$ cat src/rtl/core/lci_pkg.sv
`timescale 1ns / 1ps
package lci_pkg;

  // Default Q1.F fraction width of the livetime ratio.
  localparam int unsigned FRACTION_BITS_DEF = 16;

  // Fixed field widths.
  localparam int unsigned COUNT_W   = 32;
  localparam int unsigned TS_W      = 48;
  localparam int unsigned CUR_W     = 32;
  localparam int unsigned CHARGE_W  = 64;
  localparam int unsigned IN_DATA_W = 152;
  localparam int unsigned OUT_DATA_W = 512;

endpackage

$ cat src/rtl/core/live_charge_integrator.sv
`timescale 1ns / 1ps
// Live charge integrator. Each input item is one checkpoint (scaler or beam
// current) and produces one output item holding every total after that
// checkpoint. Items are handled one at a time. Every item passes the pair
// check and the final step; a scaler checkpoint that yields a new livetime
// fraction first runs the restoring divider (one quotient bit per cycle),
// and a valid pair then runs the two bit-serial shift-add multipliers
// (fraction times interval, then that product times the current sum) and
// the accumulation step. The final step publishes once the output is free.
// A new item is taken while the previous result still waits at the output.
module live_charge_integrator
  import lci_pkg::*;
#(
  parameter int unsigned FRACTION_BITS = FRACTION_BITS_DEF
) (
  input  logic                  clk,
  input  logic                  rst_n,
  // Configuration: bit 0 is use_pass_flags.
  input  logic                  cfg_wr_en,
  input  logic                  cfg_wr_data,
  input  logic                  in_tvalid,
  output logic                  in_tready,
  // tdata from bit 0: gated_count[31:0], ungated_count[63:32],
  // timestamp[111:64], reading_present[112], current_reading[144:113],
  // row_passed[145], zero pad[151:146].
  input  logic [IN_DATA_W-1:0]  in_tdata,
  // tuser: action (0 scaler, 1 current).
  input  logic                  in_tuser,
  output logic                  out_tvalid,
  input  logic                  out_tready,
  // tdata from bit 0: gated_charge_sum[63:0], gated_live_sum[111:64],
  // gated_time_sum[159:112], all_charge_sum[223:160], all_live_sum[271:224],
  // all_time_sum[319:272], pair_count[351:320], kept_count[383:352],
  // gated_used_count[415:384], gated_drop_count[447:416],
  // all_used_count[479:448], all_drop_count[511:480].
  output logic [OUT_DATA_W-1:0] out_tdata
);

  localparam int unsigned FW  = FRACTION_BITS + 1;
  localparam int unsigned PW  = TS_W + FW;
  localparam int unsigned SW  = CUR_W + 1;
  localparam int unsigned XW  = PW + SW;
  localparam int unsigned CW  = $clog2(PW + 1);
  localparam logic [TS_W-1:0] TS_MAX = {TS_W{1'b1}};
  localparam logic [COUNT_W-1:0] CNT_MAX = {COUNT_W{1'b1}};
  localparam logic [CHARGE_W-1:0] CH_MAX = {1'b0, {(CHARGE_W-1){1'b1}}};
  localparam logic [CHARGE_W-1:0] CH_MIN = {1'b1, {(CHARGE_W-1){1'b0}}};

  typedef enum logic [2:0] {
    ST_IDLE, ST_DIV, ST_PAIR, ST_MUL1, ST_MUL2, ST_ACC, ST_FIN
  } state_t;

  state_t state_r;
  logic   use_pass_r;

  logic [COUNT_W-1:0] last_g_r, last_u_r;
  logic [FW-1:0]      frac_r;
  logic               frac_known_r;
  logic [CUR_W-1:0]   cur_r;
  logic               cur_known_r;
  logic [TS_W-1:0]    prior_ts_r;
  logic [CUR_W-1:0]   prior_cur_r;
  logic               prior_cur_known_r, prior_pass_r, have_prior_r;

  logic [TS_W-1:0]    ts_r;
  logic               pass_r;

  logic [COUNT_W:0]   rem_r;
  logic [COUNT_W-1:0] den_r;
  logic [FW-1:0]      quo_r;
  logic [CW-1:0]      cnt_r;
  logic [PW-1:0]      prod_r;
  logic [XW-1:0]      xprod_r;
  logic [SW-1:0]      asum_r;
  logic               neg_r, gate_r;

  logic [CHARGE_W-1:0] g_charge_r, a_charge_r;
  logic [TS_W-1:0]     g_live_r, g_time_r, a_live_r, a_time_r;
  logic [COUNT_W-1:0]  pair_cnt_r, kept_r, g_used_r, g_drop_r, a_used_r, a_drop_r;

  logic                out_valid_r;
  logic [OUT_DATA_W-1:0] out_data_r;

  // Input field split.
  logic [COUNT_W-1:0] in_g, in_u;
  logic [TS_W-1:0]    in_ts;
  logic               in_present, in_passed;
  logic [CUR_W-1:0]   in_cur;
  assign in_g       = in_tdata[31:0];
  assign in_u       = in_tdata[63:32];
  assign in_ts      = in_tdata[111:64];
  assign in_present = in_tdata[112];
  assign in_cur     = in_tdata[144:113];
  assign in_passed  = in_tdata[145];

  // Counter deltas with rebase on a falling counter.
  logic               fall;
  logic [COUNT_W-1:0] dg, du;
  assign fall = (in_g < last_g_r) || (in_u < last_u_r);
  assign dg   = in_g - (fall ? '0 : last_g_r);
  assign du   = in_u - (fall ? '0 : last_u_r);

  // One restoring division step.
  logic [COUNT_W:0] div_trial;
  logic             div_bit;
  assign div_trial = (cnt_r == '0) ? rem_r : {rem_r[COUNT_W-1:0], 1'b0};
  assign div_bit   = div_trial >= {1'b0, den_r};

  // Pair checks.
  logic pair_ok, pair_gate;
  assign pair_gate = !use_pass_r || (prior_pass_r && pass_r);
  assign pair_ok   = (prior_ts_r != '0) && (ts_r != '0) && (ts_r > prior_ts_r) &&
                     frac_known_r && prior_cur_known_r && cur_known_r;

  // Current sum; its magnitude is taken in the pair step.
  logic [SW-1:0] cur_sum;
  assign cur_sum = {prior_cur_r[CUR_W-1], prior_cur_r} + {cur_r[CUR_W-1], cur_r};

  // Shift-add step sums.
  logic [FW:0] mul1_sum;
  logic [SW:0] mul2_sum;
  assign mul1_sum = {1'b0, prod_r[PW-1:TS_W]} + (prod_r[0] ? {1'b0, frac_r} : '0);
  assign mul2_sum = {1'b0, xprod_r[XW-1:PW]} + (xprod_r[0] ? {1'b0, asum_r} : '0);

  // Charge increment with saturation of the magnitude.
  logic [CHARGE_W-1:0] ch_mag, dq;
  logic                ch_big;
  logic [TS_W-1:0]     live;
  assign ch_mag = xprod_r[FRACTION_BITS+CHARGE_W:FRACTION_BITS+1];
  assign ch_big = (|xprod_r[XW-1:FRACTION_BITS+CHARGE_W+1]) || ch_mag[CHARGE_W-1];
  assign dq     = ch_big ? (neg_r ? CH_MIN : CH_MAX) : (neg_r ? (~ch_mag + 1'b1) : ch_mag);
  assign live   = prod_r[FRACTION_BITS+TS_W-1:FRACTION_BITS];

  // Saturating adders for the accumulation step.
  function automatic logic [CHARGE_W-1:0] add_s64(input logic [CHARGE_W-1:0] a,
                                                  input logic [CHARGE_W-1:0] d);
    logic [CHARGE_W:0] s;
    s = {a[CHARGE_W-1], a} + {d[CHARGE_W-1], d};
    if (s[CHARGE_W] != s[CHARGE_W-1]) return s[CHARGE_W] ? CH_MIN : CH_MAX;
    return s[CHARGE_W-1:0];
  endfunction

  function automatic logic [TS_W-1:0] add_u48(input logic [TS_W-1:0] a,
                                              input logic [TS_W-1:0] d);
    logic [TS_W:0] s;
    s = {1'b0, a} + {1'b0, d};
    return s[TS_W] ? TS_MAX : s[TS_W-1:0];
  endfunction

  function automatic logic [COUNT_W-1:0] inc_sat(input logic [COUNT_W-1:0] c);
    return (c == CNT_MAX) ? c : c + 1'b1;
  endfunction

  assign in_tready  = (state_r == ST_IDLE);
  assign out_tvalid = out_valid_r;
  assign out_tdata  = out_data_r;

  // Sequencer, state and result register.
  always_ff @(posedge clk) begin
    if (!rst_n) begin
      state_r           <= ST_IDLE;
      use_pass_r        <= 1'b0;
      last_g_r          <= '0;
      last_u_r          <= '0;
      frac_r            <= '0;
      frac_known_r      <= 1'b0;
      cur_r             <= '0;
      cur_known_r       <= 1'b0;
      prior_ts_r        <= '0;
      prior_cur_r       <= '0;
      prior_cur_known_r <= 1'b0;
      prior_pass_r      <= 1'b0;
      have_prior_r      <= 1'b0;
      g_charge_r        <= '0;
      a_charge_r        <= '0;
      g_live_r          <= '0;
      g_time_r          <= '0;
      a_live_r          <= '0;
      a_time_r          <= '0;
      pair_cnt_r        <= '0;
      kept_r            <= '0;
      g_used_r          <= '0;
      g_drop_r          <= '0;
      a_used_r          <= '0;
      a_drop_r          <= '0;
      out_valid_r       <= 1'b0;
      cnt_r             <= '0;
    end else begin
      if (cfg_wr_en) begin
        use_pass_r <= cfg_wr_data;
      end
      // The final step sets the valid flag itself when it publishes.
      if (out_valid_r && out_tready && (state_r != ST_FIN)) begin
        out_valid_r <= 1'b0;
      end

      case (state_r)
        ST_IDLE: begin
          if (in_tvalid) begin
            ts_r   <= in_ts;
            pass_r <= in_passed;
            cnt_r  <= '0;
            if (!in_tuser) begin
              last_g_r <= in_g;
              last_u_r <= in_u;
              rem_r    <= {1'b0, dg};
              den_r    <= du;
              state_r  <= (du != '0 && dg <= du) ? ST_DIV : ST_PAIR;
            end else begin
              if (in_present) begin
                cur_r       <= in_cur;
                cur_known_r <= 1'b1;
              end
              state_r <= ST_PAIR;
            end
          end
        end

        // One quotient bit a cycle.
        ST_DIV: begin
          rem_r <= div_bit ? (div_trial - {1'b0, den_r}) : div_trial;
          quo_r <= {quo_r[FW-2:0], div_bit};
          if (cnt_r == CW'(FRACTION_BITS)) begin
            frac_r       <= {quo_r[FW-2:0], div_bit};
            frac_known_r <= 1'b1;
            state_r      <= ST_PAIR;
          end else begin
            cnt_r <= cnt_r + 1'b1;
          end
        end

        ST_PAIR: begin
          cnt_r  <= '0;
          gate_r <= pair_gate;
          neg_r  <= cur_sum[SW-1];
          asum_r <= cur_sum[SW-1] ? (~cur_sum + 1'b1) : cur_sum;
          prod_r <= {{FW{1'b0}}, ts_r - prior_ts_r};
          if (!have_prior_r) begin
            state_r <= ST_FIN;
          end else begin
            pair_cnt_r <= inc_sat(pair_cnt_r);
            if (pair_gate) kept_r <= inc_sat(kept_r);
            if (!pair_ok) begin
              if (pair_gate) g_drop_r <= inc_sat(g_drop_r);
              a_drop_r <= inc_sat(a_drop_r);
              state_r  <= ST_FIN;
            end else begin
              state_r <= ST_MUL1;
            end
          end
        end

        // Fraction times interval, one interval bit a cycle.
        ST_MUL1: begin
          prod_r <= {mul1_sum, prod_r[TS_W-1:1]};
          if (cnt_r == CW'(TS_W - 1)) begin
            cnt_r   <= '0;
            state_r <= ST_MUL2;
          end else begin
            cnt_r <= cnt_r + 1'b1;
          end
        end

        // Product times current magnitude: load the product, then one product bit a cycle.
        ST_MUL2: begin
          if (cnt_r == '0) begin
            xprod_r <= {{SW{1'b0}}, prod_r};
            cnt_r   <= cnt_r + 1'b1;
          end else begin
            xprod_r <= {mul2_sum, xprod_r[PW-1:1]};
            if (cnt_r == CW'(PW)) begin
              state_r <= ST_ACC;
            end else begin
              cnt_r <= cnt_r + 1'b1;
            end
          end
        end

        ST_ACC: begin
          a_charge_r <= add_s64(a_charge_r, dq);
          a_live_r   <= add_u48(a_live_r, live);
          a_used_r   <= inc_sat(a_used_r);
          if (gate_r) begin
            g_charge_r <= add_s64(g_charge_r, dq);
            g_live_r   <= add_u48(g_live_r, live);
            g_used_r   <= inc_sat(g_used_r);
          end
          a_time_r <= add_u48(a_time_r, ts_r - prior_ts_r);
          if (gate_r) g_time_r <= add_u48(g_time_r, ts_r - prior_ts_r);
          state_r <= ST_FIN;
        end

        // Commit the checkpoint and publish the totals.
        ST_FIN: begin
          if (!out_valid_r || out_tready) begin
            prior_ts_r        <= ts_r;
            prior_cur_r       <= cur_r;
            prior_cur_known_r <= cur_known_r;
            prior_pass_r      <= pass_r;
            have_prior_r      <= 1'b1;
            out_valid_r       <= 1'b1;
            out_data_r <= {a_drop_r, a_used_r, g_drop_r, g_used_r, kept_r, pair_cnt_r,
                           a_time_r, a_live_r, a_charge_r,
                           g_time_r, g_live_r, g_charge_r};
            state_r <= ST_IDLE;
          end
        end

        default: state_r <= ST_IDLE;
      endcase
    end
  end

  // An accepted item blocks the input until its result is published.
  a_busy_after_accept: assert property (@(posedge clk) disable iff (!rst_n)
    in_tvalid && in_tready |=> !in_tready)
    else $error("input taken again before the item finished");

  // A free output slot in the final step always yields a result.
  a_fin_publishes: assert property (@(posedge clk) disable iff (!rst_n)
    (state_r == ST_FIN) && (!out_valid_r || out_tready) |=> out_valid_r)
    else $error("final step did not publish a result");

  // Used pairs never outnumber the pairs seen or the passing pairs.
  a_counts_order: assert property (@(posedge clk) disable iff (!rst_n)
    (pair_cnt_r >= a_used_r) && (kept_r >= g_used_r) && (a_used_r >= g_used_r))
    else $error("pair counters out of order");

endmodule
$ cat config.mk
export PLATFORM = sky130hd
export DESIGN_NAME = live_charge_integrator
export DESIGN_NICKNAME = d
export VERILOG_FILES = /design/src/rtl/core/lci_pkg.sv /design/src/rtl/core/live_charge_integrator.sv
export SDC_FILE = /design/constraint.sdc
export NUM_CORES = 2
export LEC_CHECK = 0
export BUFFER_PORTS_ARGS = -buffer_cell sky130_fd_sc_hd__buf_2
export CORE_MARGIN = 1.5
export CORE_UTILIZATION = 40
export CTS_CLUSTER_SIZE = 16
export DETAILED_ROUTE_END_ITERATION = 12
export PLACE_DENSITY = 0.62
export RECOVER_POWER = 100
export SYNTH_ARGS = -nofsm -noshare
export SYNTH_HDL_FRONTEND = slang
export SYNTH_SLANG_ARGS = --single-unit
$ cat constraint.sdc
create_clock -name clk -period 19.35 [get_ports clk]
set_input_delay 3.87 -clock clk [delete_from_list [all_inputs] [get_ports clk]]
set_output_delay 3.87 -clock clk [all_outputs]
set_load 0.01 [all_outputs]
* Word level (Yosys, flattened, before mapping)
Cells that the tools add are included.
Widths: inputs -> output; s select.
** Word-level totals
- Flip-flop bits (word level) :: 1562
- Input bits :: 159
- Output and inout bits :: 514
- Logic and storage cells :: 201
** Operators by class
- Add/subtract/negate cells :: 22
- Order comparisons :: 5
- Eq/ne operators :: 27
- Multiplexer cells :: 52
- Bitwise logic cells :: 10
- Reduce and logical (&&, ||, !) cells :: 45
** Operators with widths (count)
- $mux 64 :: 9
- $add 48x48->49 :: 4
- $add 32x1->32 const B :: 6
- $eq 32x32->1 const B :: 6
- $mux 48 :: 4
- $mux 33 :: 5
- $add 64x64->65 :: 2
- $pmux 65 s2 :: 1
- $mux 32 :: 3
- $reduce_bool 48->1 :: 2
- $pmux 33 s2 :: 1
- $mux 65 :: 1
- $add 64x1->64 const B :: 1
- $lt 32x32->1 :: 2
- $not 64->64 :: 1
- $sub 32x32->32 :: 2
- $gt 48x48->1 :: 1
- $sub 48x48->48 :: 1
- $mux 7 :: 5
- $pmux 7 s5 :: 1
- $add 33x33->34 :: 1
- $add 32x32->33 :: 1
- $add 33x1->33 const B :: 1
- $ge 33x32->1 :: 1
- 34 further kinds :: 99

* Longest topological paths before layout
- Depth after elaboration :: 11
- Mapped depth :: 34
- Depth with buffers taken out :: 33

* Least setup slack after synthesis
No wires, ideal clock.
- Path type :: input -> register
- Start :: input out_tready
- End :: register out_data_r[0], in the netlist out_tdata[0] (enable)
- Setup time :: 0.940 ns
- Arrival time :: 16.334 ns
- Required time :: 18.410 ns
- Path slack :: 2.076 ns
- Cell stages on the path :: 5
- Path buffers :: 2
- Cell sequence :: nand2b_1 and3_1 clkbuf_1 buf_1 and2_1
** On the way
- Longest elaborated chain between the ends :: 2
** RTL lines
- from (decl) :: RTL line live_charge_integrator.sv:30 : input logic out_tready,
- $logic_or 1x1->1 :: RTL line live_charge_integrator.sv:295 : if (!out_valid_r || out_tready) begin
- $reduce_and 3->1 (no line)
- to (signal assigned) :: RTL line live_charge_integrator.sv:302 : out_data_r <= {a_drop_r, a_used_r, g_drop_r, g_used_r, kept_r, pair_cnt_r,
- to (decl) :: RTL line live_charge_integrator.sv:82 : logic [OUT_DATA_W-1:0] out_data_r;
No other way between the ends.
A chain may end at the register's enable or synchronous reset.

* Worst setup path in the final report
- Start :: input rst_n
- End :: register out_data_r[137], in the netlist out_tdata[137] (enable)
** On the way
- Longest elaborated chain between the ends :: 1
** RTL lines
- from (decl) :: RTL line live_charge_integrator.sv:17 : input logic rst_n,
- $reduce_and 3->1 (no line)
No other way between the ends.

==> metrics.csv <==
metric;value;unit
layout cell share with drive strength beyond 1;5.66;%
Synth-to-Final Area Change;12.8;%
Initial Utilization;40.3;%
post-CTS sizing;0;
fin worst setup slack;6.08;ns
drt wl/cell;20.1;um
Die H;477;um
Post-DRT Antenna Nets;0;
crit end category;flop;
H-tree depth;4;
Buf/Inv on CP;3;
total CTS buffers;178;
max-slew violations;1512;
Cell Pwr Density;104;nW/um^2
Hold Crit Class;flop to flop;
Post-Syn Nets;10400;
reg2reg start;xprod_r[28]$_DFFE_PP_;
critical path's slowest cell;clkbuf_1;
cts hold-fix bufs;0;
Synth Flop Type;edfxtp_1;
initial antenna violation count;32;
via/cell ratio;5.54;
failing checks;capacitance limit, slew limit;
Root Buffer;clkbuf_16;
Final nets;10900;
Final TNS setup;0;ns
row count;173;
final WL;265;mm
Max Cap Violations;25;
DIE AREA;227000;sq um
clk buf depth;3;
R2R cell count;25;
first-pass GRT wire length;405;mm
Clock Pin Slew Worst Setup and Hold Paths;0.06;ns
Hold EP;quo_r[3]$_DFFE_PP_;
Mean Syn Cell Area;9.40;sq um
global-route usage over all layers;22.4;%
Tcrit/Tclk final;68.6;%
max frequency;75.4;MHz
number of global-route vias before repair;69200;
Fin Clk Skew;0.0396;ns
dpl hpwl;200;mm
chip width;477;um
sequential area share after synthesis;44.2;%
worst relative slew slack;-201;%
asr flop ratio synth;0;%
GR Overflow Total;0;
Mapped Area;89800;sq um
largest net degree at the start of global routing;216;
cell count after synthesis;9555;
CTS tree;done;
Cell variety after synth;87;
final hold vios;0;
delay-heaviest family, CP;buffers and inverters;
final setup violation count;0;
Finished Core Util;45.5;%
Final Wtd Congestion;0.925;
VDD IR max;0.0000990;V
status;finished, violations left;
core region area;223000;sq um
r2r setup slk;8.38;ns
worst r2r dst;a_charge_r[52]$_SDFFE_PN0P_;
fill cell total of the finished layout;21500;
Total Power;10600;uW
CTS Sinks;1562;
post-layout min period;13.27;ns
Post-synth EDFFs;840;
Leak Pwr;0.0397;uW
DRC Markers;0;
Synth Register Bits;1562;
pre-CTS setup slack;7.31;ns
Vias;73100;
# IOs;673;
Warnings, synthesis;0;
crit-path most repeated cell;clkbuf_1;
min-delay src;quo_r[2]$_DFFE_PP_;
CP arrival;13.61;ns
1st-pass router iterations;5;
worst-skew pair later-pin latency;0.84;ns
initial drt markers;5211;
setup bufs post-CTS;0;
worst hold path depth;0;
Worst Path Max Fanout;76;
worst-path cell chain;clkbuf_1 -> and2_0 -> clkbuf_1 -> clkbuf_1;
startpoint types;primary input;
CP Data Required Time;19.69;ns
RSZ-0062 raised after global routing;no;
CP Class;primary input to flop;
Max stage delay on crit path;2.83;ns
most common cell after layout, fill and taps aside;nand2_1;
port bufs;666;
Worst Tran Pin Value;4.52;ns
most frequent cells in the layout;nand2_1, edfxtp_1, a21oi_1, o21ai_0, dfxtp_1;
[state kept, by name, summed over array words and instances (netlist names), 64 cells and up]
name	count
a_charge_r	64
g_charge_r	64
out_tdata	512
prod_r	65
xprod_r	98
[layout make-up]
class / count / area, sq um / area share (%)
multi-input combinational: 7249 / 47400 / 46.8
sequential: 1562 / 39700 / 39.2
clock buffer: 242 / 4940 / 4.88
tap: 2975 / 3720 / 3.68
timing repair buffer: 730 / 3110 / 3.07
inverter: 348 / 1310 / 1.29
clock inverter: 94 / 1130 / 1.12
antenna: 10 / 25.0 / 0.0247
[how the worst max path moves through the flow]
stage                 startpoint                       end  slack, ns  cells past startpoint
floorplan             out_tready    out_tdata[0]$_DFFE_PP_       2.08                      5
global placement    in_tdata[33]   state_r[1]$_SDFFE_PN0P_       7.38                     28
detailed placement  in_tdata[33]   state_r[1]$_SDFFE_PN0P_       7.31                     28
CTS                 in_tdata[33]   state_r[1]$_SDFFE_PN0P_       8.19                     28
global route               rst_n  out_tdata[209]$_DFFE_PP_       5.03                      4
finish                     rst_n  out_tdata[137]$_DFFE_PP_       6.08                      4
[routing by layer]
metal  part of all wire (%)  GRT usage [%]  up-vias  wire length [um]
met5                  0.072              0        -               192
met4                    3.9           8.69       28             10300
met3                    5.8           3.70      453             15500
met2                     44           35.1     1997            117000
met1                     46           30.9    34900            122000
li1                       -              -    35700                 -
[Yosys cell counts, types with 124 or more instances]
library cell,instances,area share (%)
dfxtp_1,722,16
xnor2_1,407,4.0
ha_1,649,9.0
nor3_1,127,0.71
nand2_1,1304,5.5
and2_1,248,1.7
nand3_1,186,1.0
xor2_1,264,2.6
edfxtp_1,840,28
clkbuf_1,375,1.6
a21o_1,334,2.8
nand4_1,124,0.86
inv_1,347,1.5
o21ai_0,741,4.1
a21oi_1,826,4.6
a21boi_0,262,2.2
nor2_1,442,1.8
[worst reg2reg max path: cells and delay by family (launching register included)]
family	cells	cell delay, ns
adder cells (fa/ha/maj)	2	0.95
AO/OA/AOI/OAI	10	2.55
buffers and inverters	1	1.73
flip-flops	1	0.50
AND/OR/NAND/NOR	12	4.99
[kinds of logic (layout without fill, tap and decap cells)]
logic type	Yosys count	after routing	synth area share (%)
AO/OA/AOI/OAI	2804	2804	19.5
XOR/XNOR	671	671	6.55
adder cells (fa/ha/maj)	775	775	10.6
buffers and inverters	744	1414	3.12
flip-flops	1562	1562	44.2
multiplexers	51	51	0.587
other	0	10	0
AND/OR/NAND/NOR	2948	2948	15.5
[through the flow]
stage | cell area (sq um) | std cells | hold WS [ns]
after detailed placement | 96000 | 12900 | 0.431
after floorplan | 89800 | 9555 | 0.426
final | 101000 | 13200 | 0.441
after global routing | 101000 | 13200 | 0.453
after global placement | 96000 | 12900 | 0.432
after CTS | 102000 | 13200 | 0.442
[report_power, final]
group | switching, uW | internal, uW | total, uW
logic | 1930 | 1130 | 3050
registers | 218 | 3800 | 4020
clock network | 1460 | 2020 | 3480
total | 3600 | 6950 | 10600
(Power assumes the default switching activity.)
